$ cat config.mk
export PLATFORM = sky130hd
export DESIGN_NAME = packbits_run_length_encoder
export DESIGN_NICKNAME = d
export VERILOG_FILES = /design/src/rtl/pbe_pkg.sv /design/src/rtl/pbe_lit_mem.sv /design/src/rtl/pbe_take.sv /design/src/rtl/pbe_packer.sv /design/src/rtl/packbits_run_length_encoder.sv
export SDC_FILE = /design/constraint.sdc
export NUM_CORES = 2
export LEC_CHECK = 0
export BUFFER_PORTS_ARGS = -buffer_cell sky130_fd_sc_hd__buf_4
export CAP_MARGIN = 20
export CORE_MARGIN = 2
export CORE_UTILIZATION = 68
export CTS_CLUSTER_DIAMETER = 80
export DETAILED_ROUTE_END_ITERATION = 6
export PLACE_DENSITY = 0.83
export SYNTH_ARGS = -nofsm -noshare
export SYNTH_HDL_FRONTEND = slang
export SYNTH_SLANG_ARGS = --single-unit
$ cat constraint.sdc
create_clock -name clk_i -period 24.5 [get_ports clk_i]
set_input_delay 2.45 -clock clk_i [delete_from_list [all_inputs] [get_ports clk_i]]
set_output_delay 2.45 -clock clk_i [all_outputs]
set_load 0.03 [all_outputs]
$ cat src/rtl/pbe_pkg.sv
// ----------------------------------------------------------------------------
// PackBits encoder package
// Shared types, defaults and state codes for the PackBits run-length encoder.
// ----------------------------------------------------------------------------
package pbe_pkg;

  // Defaults for the top-level parameters
  localparam int MAX_RUN_DEF    = 128;
  localparam int WORD_BYTES_DEF = 8;

  // Input item
  typedef struct packed {
    logic       end_of_data;
    logic [7:0] data_byte;
  } pbe_in_t;

  // Result item
  typedef struct packed {
    logic        stream_done;
    logic        last_word;
    logic [3:0]  byte_count;
    logic [63:0] code_word;
  } pbe_out_t;

  // Run bookkeeping held in flops (counts stay below MAX_RUN)
  typedef struct packed {
    logic       in_rep;
    logic [7:0] rep_val;
    logic [7:0] rep_len;
    logic [7:0] lit_len;
  } run_state_t;

  // Outcome of deciding one byte
  typedef struct packed {
    logic       do_rep;
    logic [7:0] rep_flag;
    logic [7:0] rep_byte;
    logic       do_lit;
    logic [7:0] lit_cnt;
    logic       wr_en;
    logic [7:0] wr_idx;
    logic [7:0] wr_byte;
    run_state_t nxt;
  } take_t;

  // One beat from the sequencer into the word packer
  typedef struct packed {
    logic       is_end;
    logic       done;
    logic [7:0] data;
  } pk_beat_t;

  // Sequencer states
  typedef enum logic [2:0] {
    ST_IDLE,
    ST_TAKE,
    ST_REP_FLAG,
    ST_REP_VAL,
    ST_LIT_FLAG,
    ST_LIT_DATA,
    ST_END
  } pbe_state_e;

endpackage

$ cat src/rtl/pbe_lit_mem.sv
// ----------------------------------------------------------------------------
// Literal store
// Single-port-write, single-port-read memory with a registered read.
// ----------------------------------------------------------------------------
module pbe_lit_mem #(
  parameter int Depth = pbe_pkg::MAX_RUN_DEF
) (
  input  logic                     clk_i,
  input  logic                     we_i,
  input  logic [$clog2(Depth)-1:0] waddr_i,
  input  logic [7:0]               wdata_i,
  input  logic [$clog2(Depth)-1:0] raddr_i,
  output logic [7:0]               rdata_o
);

  logic [7:0] mem_q [Depth];
  logic [7:0] rdata_q;

  // Write port
  always_ff @(posedge clk_i) begin
    if (we_i) begin
      mem_q[waddr_i] <= wdata_i;
    end
  end

  // Registered read port
  always_ff @(posedge clk_i) begin
    rdata_q <= mem_q[raddr_i];
  end

  assign rdata_o = rdata_q;

endmodule

$ cat src/rtl/pbe_take.sv
// ----------------------------------------------------------------------------
// Byte decision unit
// Decides one byte against the open run: extend a repeat, start one, or
// append to the literal run, and says which runs to close.
// ----------------------------------------------------------------------------
module pbe_take #(
  parameter int MAX_RUN = pbe_pkg::MAX_RUN_DEF
) (
  input  pbe_pkg::run_state_t run_i,
  input  logic [7:0]          x0_i,
  input  logic [7:0]          x1_i,
  input  logic [7:0]          x2_i,
  input  logic                have2_i,
  input  logic                final_i,
  output pbe_pkg::take_t      dec_o
);

  localparam logic [7:0] MaxLen = 8'(MAX_RUN);

  logic       rep_match;
  logic       triple;
  logic [7:0] rep_inc;
  logic [7:0] lit_inc;

  assign rep_match = run_i.in_rep && (x0_i == run_i.rep_val);
  assign triple    = have2_i && (x0_i == x1_i) && (x0_i == x2_i);
  assign rep_inc   = run_i.rep_len + 8'd1;
  assign lit_inc   = run_i.lit_len + 8'd1;

  // Flag of a repeat run is 257 - count, i.e. 1 - count mod 256
  always_comb begin
    dec_o          = '0;
    dec_o.nxt      = run_i;
    dec_o.rep_byte = run_i.rep_val;
    dec_o.rep_flag = 8'd1 - run_i.rep_len;
    dec_o.wr_idx   = run_i.lit_len;
    dec_o.wr_byte  = x0_i;
    if (final_i) begin
      // close whatever is open and return to reset values
      dec_o.do_rep  = run_i.in_rep;
      dec_o.do_lit  = (run_i.lit_len != 8'd0);
      dec_o.lit_cnt = run_i.lit_len;
      dec_o.nxt     = '0;
    end else if (rep_match) begin
      if (rep_inc == MaxLen) begin
        dec_o.do_rep      = 1'b1;
        dec_o.rep_flag    = 8'd1 - MaxLen;
        dec_o.nxt.in_rep  = 1'b0;
        dec_o.nxt.rep_len = 8'd0;
      end else begin
        dec_o.nxt.rep_len = rep_inc;
      end
    end else begin
      dec_o.do_rep      = run_i.in_rep;
      dec_o.nxt.in_rep  = 1'b0;
      dec_o.nxt.rep_len = 8'd0;
      if (triple) begin
        dec_o.do_lit      = (run_i.lit_len != 8'd0);
        dec_o.lit_cnt     = run_i.lit_len;
        dec_o.nxt.lit_len = 8'd0;
        dec_o.nxt.in_rep  = 1'b1;
        dec_o.nxt.rep_val = x0_i;
        dec_o.nxt.rep_len = 8'd1;
      end else begin
        dec_o.wr_en = 1'b1;
        if (lit_inc == MaxLen) begin
          dec_o.do_lit      = 1'b1;
          dec_o.lit_cnt     = MaxLen;
          dec_o.nxt.lit_len = 8'd0;
        end else begin
          dec_o.nxt.lit_len = lit_inc;
        end
      end
    end
  end

endmodule

$ cat src/rtl/pbe_packer.sv
// ----------------------------------------------------------------------------
// Word packer
// Gathers coded bytes low byte first into words and drives the output
// register; an end beat closes the last word of an item.
// ----------------------------------------------------------------------------
module pbe_packer #(
  parameter int WORD_BYTES = pbe_pkg::WORD_BYTES_DEF
) (
  input  logic              clk_i,
  input  logic              rst_ni,
  input  logic              beat_valid_i,
  output logic              beat_ready_o,
  input  pbe_pkg::pk_beat_t beat_i,
  output logic              out_valid_o,
  input  logic              out_ready_i,
  output pbe_pkg::pbe_out_t out_o
);

  localparam int AccW = 8 * WORD_BYTES;
  localparam int CntW = $clog2(WORD_BYTES + 1);

  logic [AccW-1:0]   acc_q, acc_d;
  logic [CntW-1:0]   cnt_q, cnt_d;
  logic              o_valid_q, o_valid_d;
  pbe_pkg::pbe_out_t o_data_q, o_data_d;
  logic              slot_free;
  logic              full;
  logic              need_emit;
  logic              fire;
  logic              emit;

  assign slot_free    = !o_valid_q || out_ready_i;
  assign full         = (cnt_q == CntW'(WORD_BYTES));
  assign need_emit    = beat_i.is_end ? (cnt_q != '0) : full;
  assign beat_ready_o = !need_emit || slot_free;
  assign fire         = beat_valid_i && beat_ready_o;
  assign emit         = fire && need_emit;

  // Pack bytes and hand finished words to the output register
  always_comb begin
    acc_d     = acc_q;
    cnt_d     = cnt_q;
    o_data_d  = o_data_q;
    o_valid_d = o_valid_q && !out_ready_i;
    if (emit) begin
      o_valid_d            = 1'b1;
      o_data_d.code_word   = 64'(acc_q);
      o_data_d.byte_count  = 4'(cnt_q);
      o_data_d.last_word   = beat_i.is_end;
      o_data_d.stream_done = beat_i.is_end && beat_i.done;
    end
    if (fire) begin
      if (beat_i.is_end) begin
        cnt_d = '0;
      end else if (full || (cnt_q == '0)) begin
        acc_d = AccW'(beat_i.data);
        cnt_d = CntW'(1);
      end else begin
        acc_d = acc_q | (AccW'(beat_i.data) << {cnt_q, 3'b000});
        cnt_d = cnt_q + CntW'(1);
      end
    end
  end

  // Control state
  always_ff @(posedge clk_i or negedge rst_ni) begin
    if (!rst_ni) begin
      cnt_q     <= '0;
      o_valid_q <= 1'b0;
    end else begin
      cnt_q     <= cnt_d;
      o_valid_q <= o_valid_d;
    end
  end

  // Payload
  always_ff @(posedge clk_i) begin
    acc_q    <= acc_d;
    o_data_q <= o_data_d;
  end

  assign out_valid_o = o_valid_q;
  assign out_o       = o_data_q;

endmodule

$ cat src/rtl/packbits_run_length_encoder.sv
// ----------------------------------------------------------------------------
// PackBits run-length encoder
// Streams raw bytes in and PackBits code words out, low byte first.
// ----------------------------------------------------------------------------
// A byte that closes no run is taken while the sequencer is idle, so plain
// literal data and long repeats stream at one byte per clock while no run
// closes. A byte that closes a run holds the input while the coded bytes
// leave one per cycle through the word packer, followed by one closing beat:
// a repeat run sends its flag and value, and a literal run of N bytes sends
// its flag and then each stored byte, read one at a time over the single
// read port of the literal store. The final byte of a block is followed by
// one decision per byte in the window (up to three), one closing decision,
// the coded bytes of every run closed and the closing beat before the
// next block is taken. A full word that the receiver holds off stalls these
// steps. Bytes are packed into words of WORD_BYTES; the last word of each
// input byte carries last_word, and the last word of a block also carries
// stream_done. The literal store needs no clearing after reset.
module packbits_run_length_encoder #(
  parameter int MAX_RUN    = pbe_pkg::MAX_RUN_DEF,
  parameter int WORD_BYTES = pbe_pkg::WORD_BYTES_DEF
) (
  input  logic              clk_i,
  input  logic              rst_ni,
  input  logic              in_valid_i,
  output logic              in_ready_o,
  input  pbe_pkg::pbe_in_t  in_i,
  output logic              out_valid_o,
  input  logic              out_ready_i,
  output pbe_pkg::pbe_out_t out_o
);

  localparam int AW = $clog2(MAX_RUN);

  pbe_pkg::pbe_state_e state_q, state_d;
  pbe_pkg::run_state_t run_q, run_d;
  logic [7:0]          la0_q, la0_d, la1_q, la1_d;
  logic [1:0]          fill_q, fill_d;
  logic [1:0]          wcnt_q, wcnt_d;
  logic [1:0]          tk_q, tk_d;
  logic                eod_q, eod_d;
  logic [AW-1:0]       idx_q, idx_d;
  logic [7:0]          w0_q, w0_d, w1_q, w1_d, w2_q, w2_d;
  logic [7:0]          rflag_q, rval_q, lit_n_q;
  logic                do_lit_q;

  logic [7:0]          x0, x1, x2;
  logic                have2, fin;
  pbe_pkg::take_t      dec;
  logic                apply;
  logic                accept;
  logic                adv_last;
  logic                beat_valid, beat_ready;
  pbe_pkg::pk_beat_t   beat;
  logic [7:0]          rd_data;

  assign accept     = in_valid_i && in_ready_o;
  assign in_ready_o = (state_q == pbe_pkg::ST_IDLE);
  assign adv_last   = !eod_q || (tk_q == wcnt_q);

  // Select the byte under decision and its two followers
  always_comb begin
    if (state_q == pbe_pkg::ST_IDLE) begin
      x0    = la0_q;
      x1    = la1_q;
      x2    = in_i.data_byte;
      have2 = 1'b1;
      fin   = 1'b0;
    end else begin
      case (tk_q)
        2'd0:    x0 = w0_q;
        2'd1:    x0 = w1_q;
        default: x0 = w2_q;
      endcase
      x1    = (tk_q == 2'd0) ? w1_q : w2_q;
      x2    = w2_q;
      have2 = (tk_q == 2'd0) && (wcnt_q == 2'd3);
      fin   = (tk_q == wcnt_q);
    end
  end

  pbe_take #(
    .MAX_RUN (MAX_RUN)
  ) u_take (
    .run_i   (run_q),
    .x0_i    (x0),
    .x1_i    (x1),
    .x2_i    (x2),
    .have2_i (have2),
    .final_i (fin),
    .dec_o   (dec)
  );

  // Sequence decisions and coded bytes
  always_comb begin
    state_d    = state_q;
    run_d      = run_q;
    la0_d      = la0_q;
    la1_d      = la1_q;
    fill_d     = fill_q;
    wcnt_d     = wcnt_q;
    tk_d       = tk_q;
    eod_d      = eod_q;
    idx_d      = idx_q;
    w0_d       = w0_q;
    w1_d       = w1_q;
    w2_d       = w2_q;
    apply      = 1'b0;
    beat_valid = 1'b0;
    beat       = '0;
    beat.done  = eod_q;
    case (state_q)
      pbe_pkg::ST_IDLE: begin
        if (accept) begin
          if (in_i.end_of_data) begin
            // latch the window and drain it over the next cycles
            case (fill_q)
              2'd0: begin
                w0_d = in_i.data_byte;
              end
              2'd1: begin
                w0_d = la0_q;
                w1_d = in_i.data_byte;
              end
              default: begin
                w0_d = la0_q;
                w1_d = la1_q;
                w2_d = in_i.data_byte;
              end
            endcase
            wcnt_d  = fill_q + 2'd1;
            tk_d    = 2'd0;
            eod_d   = 1'b1;
            fill_d  = 2'd0;
            la0_d   = 8'd0;
            la1_d   = 8'd0;
            state_d = pbe_pkg::ST_TAKE;
          end else if (fill_q == 2'd2) begin
            // decide the oldest byte, shift the lookahead
            apply = 1'b1;
            run_d = dec.nxt;
            la0_d = la1_q;
            la1_d = in_i.data_byte;
            eod_d = 1'b0;
            if (dec.do_rep) begin
              state_d = pbe_pkg::ST_REP_FLAG;
            end else if (dec.do_lit) begin
              state_d = pbe_pkg::ST_LIT_FLAG;
            end
          end else begin
            if (fill_q == 2'd0) begin
              la0_d = in_i.data_byte;
            end else begin
              la1_d = in_i.data_byte;
            end
            fill_d = fill_q + 2'd1;
          end
        end
      end
      pbe_pkg::ST_TAKE: begin
        apply = 1'b1;
        run_d = dec.nxt;
        if (dec.do_rep) begin
          state_d = pbe_pkg::ST_REP_FLAG;
        end else if (dec.do_lit) begin
          state_d = pbe_pkg::ST_LIT_FLAG;
        end else begin
          state_d = adv_last ? pbe_pkg::ST_END : pbe_pkg::ST_TAKE;
          if (!adv_last) begin
            tk_d = tk_q + 2'd1;
          end
        end
      end
      pbe_pkg::ST_REP_FLAG: begin
        beat_valid = 1'b1;
        beat.data  = rflag_q;
        if (beat_ready) begin
          state_d = pbe_pkg::ST_REP_VAL;
        end
      end
      pbe_pkg::ST_REP_VAL: begin
        beat_valid = 1'b1;
        beat.data  = rval_q;
        if (beat_ready) begin
          if (do_lit_q) begin
            state_d = pbe_pkg::ST_LIT_FLAG;
          end else begin
            state_d = adv_last ? pbe_pkg::ST_END : pbe_pkg::ST_TAKE;
            if (!adv_last) begin
              tk_d = tk_q + 2'd1;
            end
          end
        end
      end
      pbe_pkg::ST_LIT_FLAG: begin
        // read of entry 0 is issued here, data arrives next cycle
        beat_valid = 1'b1;
        beat.data  = lit_n_q - 8'd1;
        idx_d      = '0;
        if (beat_ready) begin
          state_d = pbe_pkg::ST_LIT_DATA;
        end
      end
      pbe_pkg::ST_LIT_DATA: begin
        beat_valid = 1'b1;
        beat.data  = rd_data;
        if (beat_ready) begin
          if (8'(idx_q) == lit_n_q - 8'd1) begin
            state_d = adv_last ? pbe_pkg::ST_END : pbe_pkg::ST_TAKE;
            if (!adv_last) begin
              tk_d = tk_q + 2'd1;
            end
          end else begin
            idx_d = idx_q + AW'(1);
          end
        end
      end
      pbe_pkg::ST_END: begin
        // close the last word of this item
        beat_valid  = 1'b1;
        beat.is_end = 1'b1;
        if (beat_ready) begin
          state_d = pbe_pkg::ST_IDLE;
        end
      end
      default: begin
        state_d = pbe_pkg::ST_IDLE;
      end
    endcase
  end

  // Control state
  always_ff @(posedge clk_i or negedge rst_ni) begin
    if (!rst_ni) begin
      state_q <= pbe_pkg::ST_IDLE;
      run_q   <= '0;
      la0_q   <= 8'd0;
      la1_q   <= 8'd0;
      fill_q  <= 2'd0;
      wcnt_q  <= 2'd0;
      tk_q    <= 2'd0;
      eod_q   <= 1'b0;
      idx_q   <= '0;
    end else begin
      state_q <= state_d;
      run_q   <= run_d;
      la0_q   <= la0_d;
      la1_q   <= la1_d;
      fill_q  <= fill_d;
      wcnt_q  <= wcnt_d;
      tk_q    <= tk_d;
      eod_q   <= eod_d;
      idx_q   <= idx_d;
    end
  end

  // Window and run descriptors to emit
  always_ff @(posedge clk_i) begin
    w0_q <= w0_d;
    w1_q <= w1_d;
    w2_q <= w2_d;
    if (apply) begin
      rflag_q  <= dec.rep_flag;
      rval_q   <= dec.rep_byte;
      do_lit_q <= dec.do_lit;
      lit_n_q  <= dec.lit_cnt;
    end
  end

  pbe_lit_mem #(
    .Depth (MAX_RUN)
  ) u_lit_mem (
    .clk_i   (clk_i),
    .we_i    (apply && dec.wr_en),
    .waddr_i (dec.wr_idx[AW-1:0]),
    .wdata_i (dec.wr_byte),
    .raddr_i (idx_d),
    .rdata_o (rd_data)
  );

  pbe_packer #(
    .WORD_BYTES (WORD_BYTES)
  ) u_packer (
    .clk_i        (clk_i),
    .rst_ni       (rst_ni),
    .beat_valid_i (beat_valid),
    .beat_ready_o (beat_ready),
    .beat_i       (beat),
    .out_valid_o  (out_valid_o),
    .out_ready_i  (out_ready_i),
    .out_o        (out_o)
  );

  // A repeat run never coexists with a pending literal run
  assert property (@(posedge clk_i) disable iff (!rst_ni)
    run_q.in_rep |-> (run_q.lit_len == 8'd0))
    else $error("repeat run open with pending literal bytes");

  // Open runs stay below the cap between decisions
  assert property (@(posedge clk_i) disable iff (!rst_ni)
    (run_q.lit_len < 8'(MAX_RUN)) && (run_q.rep_len < 8'(MAX_RUN)))
    else $error("run length reached the cap without a flush");

  // Literal read-back stays inside the run being flushed
  assert property (@(posedge clk_i) disable iff (!rst_ni)
    (state_q == pbe_pkg::ST_LIT_DATA) |-> (8'(idx_q) < lit_n_q))
    else $error("literal read index past run length");

  // End of block marks the last word of its item
  assert property (@(posedge clk_i) disable iff (!rst_ni)
    (out_valid_o && out_o.stream_done) |-> out_o.last_word)
    else $error("stream_done without last_word");

endmodule
==> impl_metrics.py <==
metrics = {
    "global_routing": {
        "grt_pass1_wl_mm": 208,
        "antenna_found_initial": 2,
        "grt_max_degree": 181,
        "met2_usage": 0.532,
        "busiest_layer": "met2",
        "grt_overflow_total": 0,
        "grtUsageMet1": 0.444,
        "use_met3": 0.0925,
        "grtUsageTotal": 0.341,
        "grt_pass1_vias": 34800,
    },
    "layout": {
        "final_cells": 5370,
        "area_growth_pct": 9.69,
        "drive_above_1_share": 0.0846,
        "fill_cells": 4533,
        "finalInstanceArea_um2": 58100,
        "layout.nets": 4255,
    },
    "place": {
        "gp_congestion": 0.917,
        "placed_cells": 5142,
        "hpwl_mm": 81.2,
        "placed_cell_area_um2": 54300,
        "io_buffers": 84,
    },
    "sta": {
        "fmax_ghz": 0.141,
        "period_needed_ns": 7.07,
        "hold_viol_final": 0,
        "rsz0062_at_grt": "no",
        "finalCritPeriodShare": 0.289,
        "setup_violations": 0,
        "worstMarginPinSlew_ns": 1.25,
        "tns_ns": 0,
        "slew_violations": 0,
        "skew_ns": 0.0403,
        "slew_headroom": 0.166,
    },
    "route": {
        "routed_wl_mm": 138,
        "wl_per_cell_um": 25.8,
        "vias": 36000,
        "dr.pass1.iters": 7,
        "drt_iter0_drc": 5819,
        "viasPerCell": 6.70,
        "remaining_drc_errors": 0,
        "ant_nets": 0,
    },
    "floorplan": {
        "initial_utilization": 0.685,
        "die_w_um": 283,
        "die_y_um": 283,
        "die-area_um2": 80100,
        "core_area_um2": 77200,
        "ioPinCount": 85,
        "rows": 102,
    },
    "worst_hold_path": {
        "worstHoldPathType": "reg2reg",
        "min_from": "u_packer.acc_q[26]",
    },
    "power": {
        "ir_drop_mv": 0.226,
        "power.density_nw_per_um2": 130,
        "p_leak_nw": 20.1,
    },
    "clock_network": {
        "numCtsBuffers": 120,
        "cts_sinks": 1278,
        "cts-root-buf": "clkbuf_16",
        "hold_buffers": 0,
        "clkSlewWorstSetupHoldPaths_ns": 0.06,
        "clk_path_buf_depth": 3,
        "cts_resized": 0,
        "cts_tree": "done",
        "clock_latency_ns": 0.71,
        "htreeDepth": 3,
        "cts_setup_buffers": 0,
    },
    "synth": {
        "ys_seq_area_frac": 0.718,
        "ys.flop_type": "edfxtp_1",
        "yosysWarnings": 0,
        "synth_top_area_frac": 0.685,
        "synth_largest_area_cell": "edfxtp_1",
        "synth_common_cells": "1207 x edfxtp_1, 1002 x nand2_1, 535 x nand3_1",
        "synth_cells": 4208,
        "avgSynthCellArea_um2": 12.6,
        "synthMostInstantiatedCell": "edfxtp_1",
        "ys_types": 87,
        "ys_seq_elements": 1278,
        "synth_edf_count": 1207,
        "ys_async_sr_fraction": 0.0493,
        "synth_area_leaders": "edfxtp_1 68%, nand2_1 7.1%, nand3_1 5.1%",
        "syn_area_um2": 52900,
        "synthesis.nets": 4235,
    },
    "setup_path": {
        "critPathMaxFanout": 180,
        "worstPathCellList": "buf_4, nand2b_1, o31ai_1, nand2_1, o41ai_2, nor2_4, buf_12, inv_8, buf_12, buf_4, o21ai_1, nor2_1, nand3_1, nand4_1, a21oi_1, nor4b_1",
        "slowest_stage": "buf_4",
        "cp-start-kind": "primary input",
        "cp_data_arrival_time_ns": 7.67,
        "cpPeakStageDelay_ns": 0.77,
        "path_class": "in2reg",
        "cp.required_ns": 25.09,
        "end_kind": "flip-flop",
        "cp-startpoint": "out_ready_i",
        "worstReg2RegStart": "lit_n_q[2]",
    },
    "flow_run": {
        "maxCapViolCount": 0,
    },
    "outcome": {
        "outcome": "completed",
    },
}
path summary, 6_finish.rpt:
path | endpoint | slack [ns] | cells after the start
worst min register to register | u_packer.out_o[26] | 0.45 | 0
max in group asynchronous | wcnt_q[0] | 22.05 | 1
worst max-delay path | u_lit_mem.rdata_o[1] | 17.43 | 16
worst max register to register | u_lit_mem.rdata_o[1] | 17.92 | 15
worst min-delay path | u_packer.out_o[26] | 0.45 | 0
min in group asynchronous | la0_q[5] | 1.83 | 1
flip-flops by register name (all words and copies together) (netlist names), 25 cells and up:
name	cells
u_lit_mem.mem_q	1024
run_q	25
u_packer.out_o	70
u_packer.acc_q	64
cell type report:
class | instances | area, µm² | share of cell area
Antenna cell | 2 | 5.00 | 0.0000862
Tap cell | 1040 | 1300 | 0.0224
Sequential cell | 1278 | 38000 | 0.654
Inverter | 44 | 185 | 0.00319
Multi-Input combinational cell | 2641 | 13800 | 0.237
Timing Repair Buffer | 143 | 1140 | 0.0197
Clock buffer | 169 | 3220 | 0.0554
Clock inverter | 53 | 459 | 0.00791
cells by family after synthesis:
group	share of synthesized area
compound gates	0.0589
mux	0.0196
flops	0.718
xor+xnor	0.00709
simple gates	0.168
fa+ha+maj	0.00331
buf+inv	0.0256
cells in the final DEF, fill, tap and decap left out, types with 16 or more instances in the layout:
master / instances
clkbuf_1: 47
inv_1: 37
clkinv_2: 16
a32oi_1: 18
nand3_1: 532
edfxtp_1: 1207
xnor2_1: 23
o21ai_0: 86
a21oi_1: 145
nor3_1: 32
a31oi_1: 27
clkbuf_16: 121
clkinv_1: 25
mux2i_1: 90
nor2_1: 261
buf_4: 133
and3_1: 26
nand4_1: 39
dfrtp_1: 63
a22o_1: 17
nand2_1: 1002
power by group:
part           total, mW  leakage (nW)  switching, mW  internal [mW]
Sequential          3.24          11.9          0.123           3.12
Combinational       2.52          6.40           1.92          0.597
Clock               1.76          1.79          0.786          0.977
worst max-delay path, delay by kind of cell:
kind                   cells  cell delay (ns)
buffers and inverters      5             2.45
AND/OR/NAND/NOR            7             1.52
AO/OA/AOI/OAI              4             1.03
per-layer routing:
metal	wire length [µm]	vias up
li1	-	15500
met1	47600	17200
met2	64700	2781
met3	18400	474
met4	7520	4
met5	99	-
stage by stage:
stage	hold WS, ns	utilization	power [mW]	worst slack [ns]
floorplan	0.423	-	4.84	16.77
global placement	0.432	0.703	5.61	16.92
detailed placement	0.438	0.704	5.71	16.97
CTS	0.453	0.751	7.45	17.58
global route	0.457	0.752	7.78	17.14
finish	0.453	0.752	7.52	17.43
Note: power is estimated with default switching activity, not from simulation.
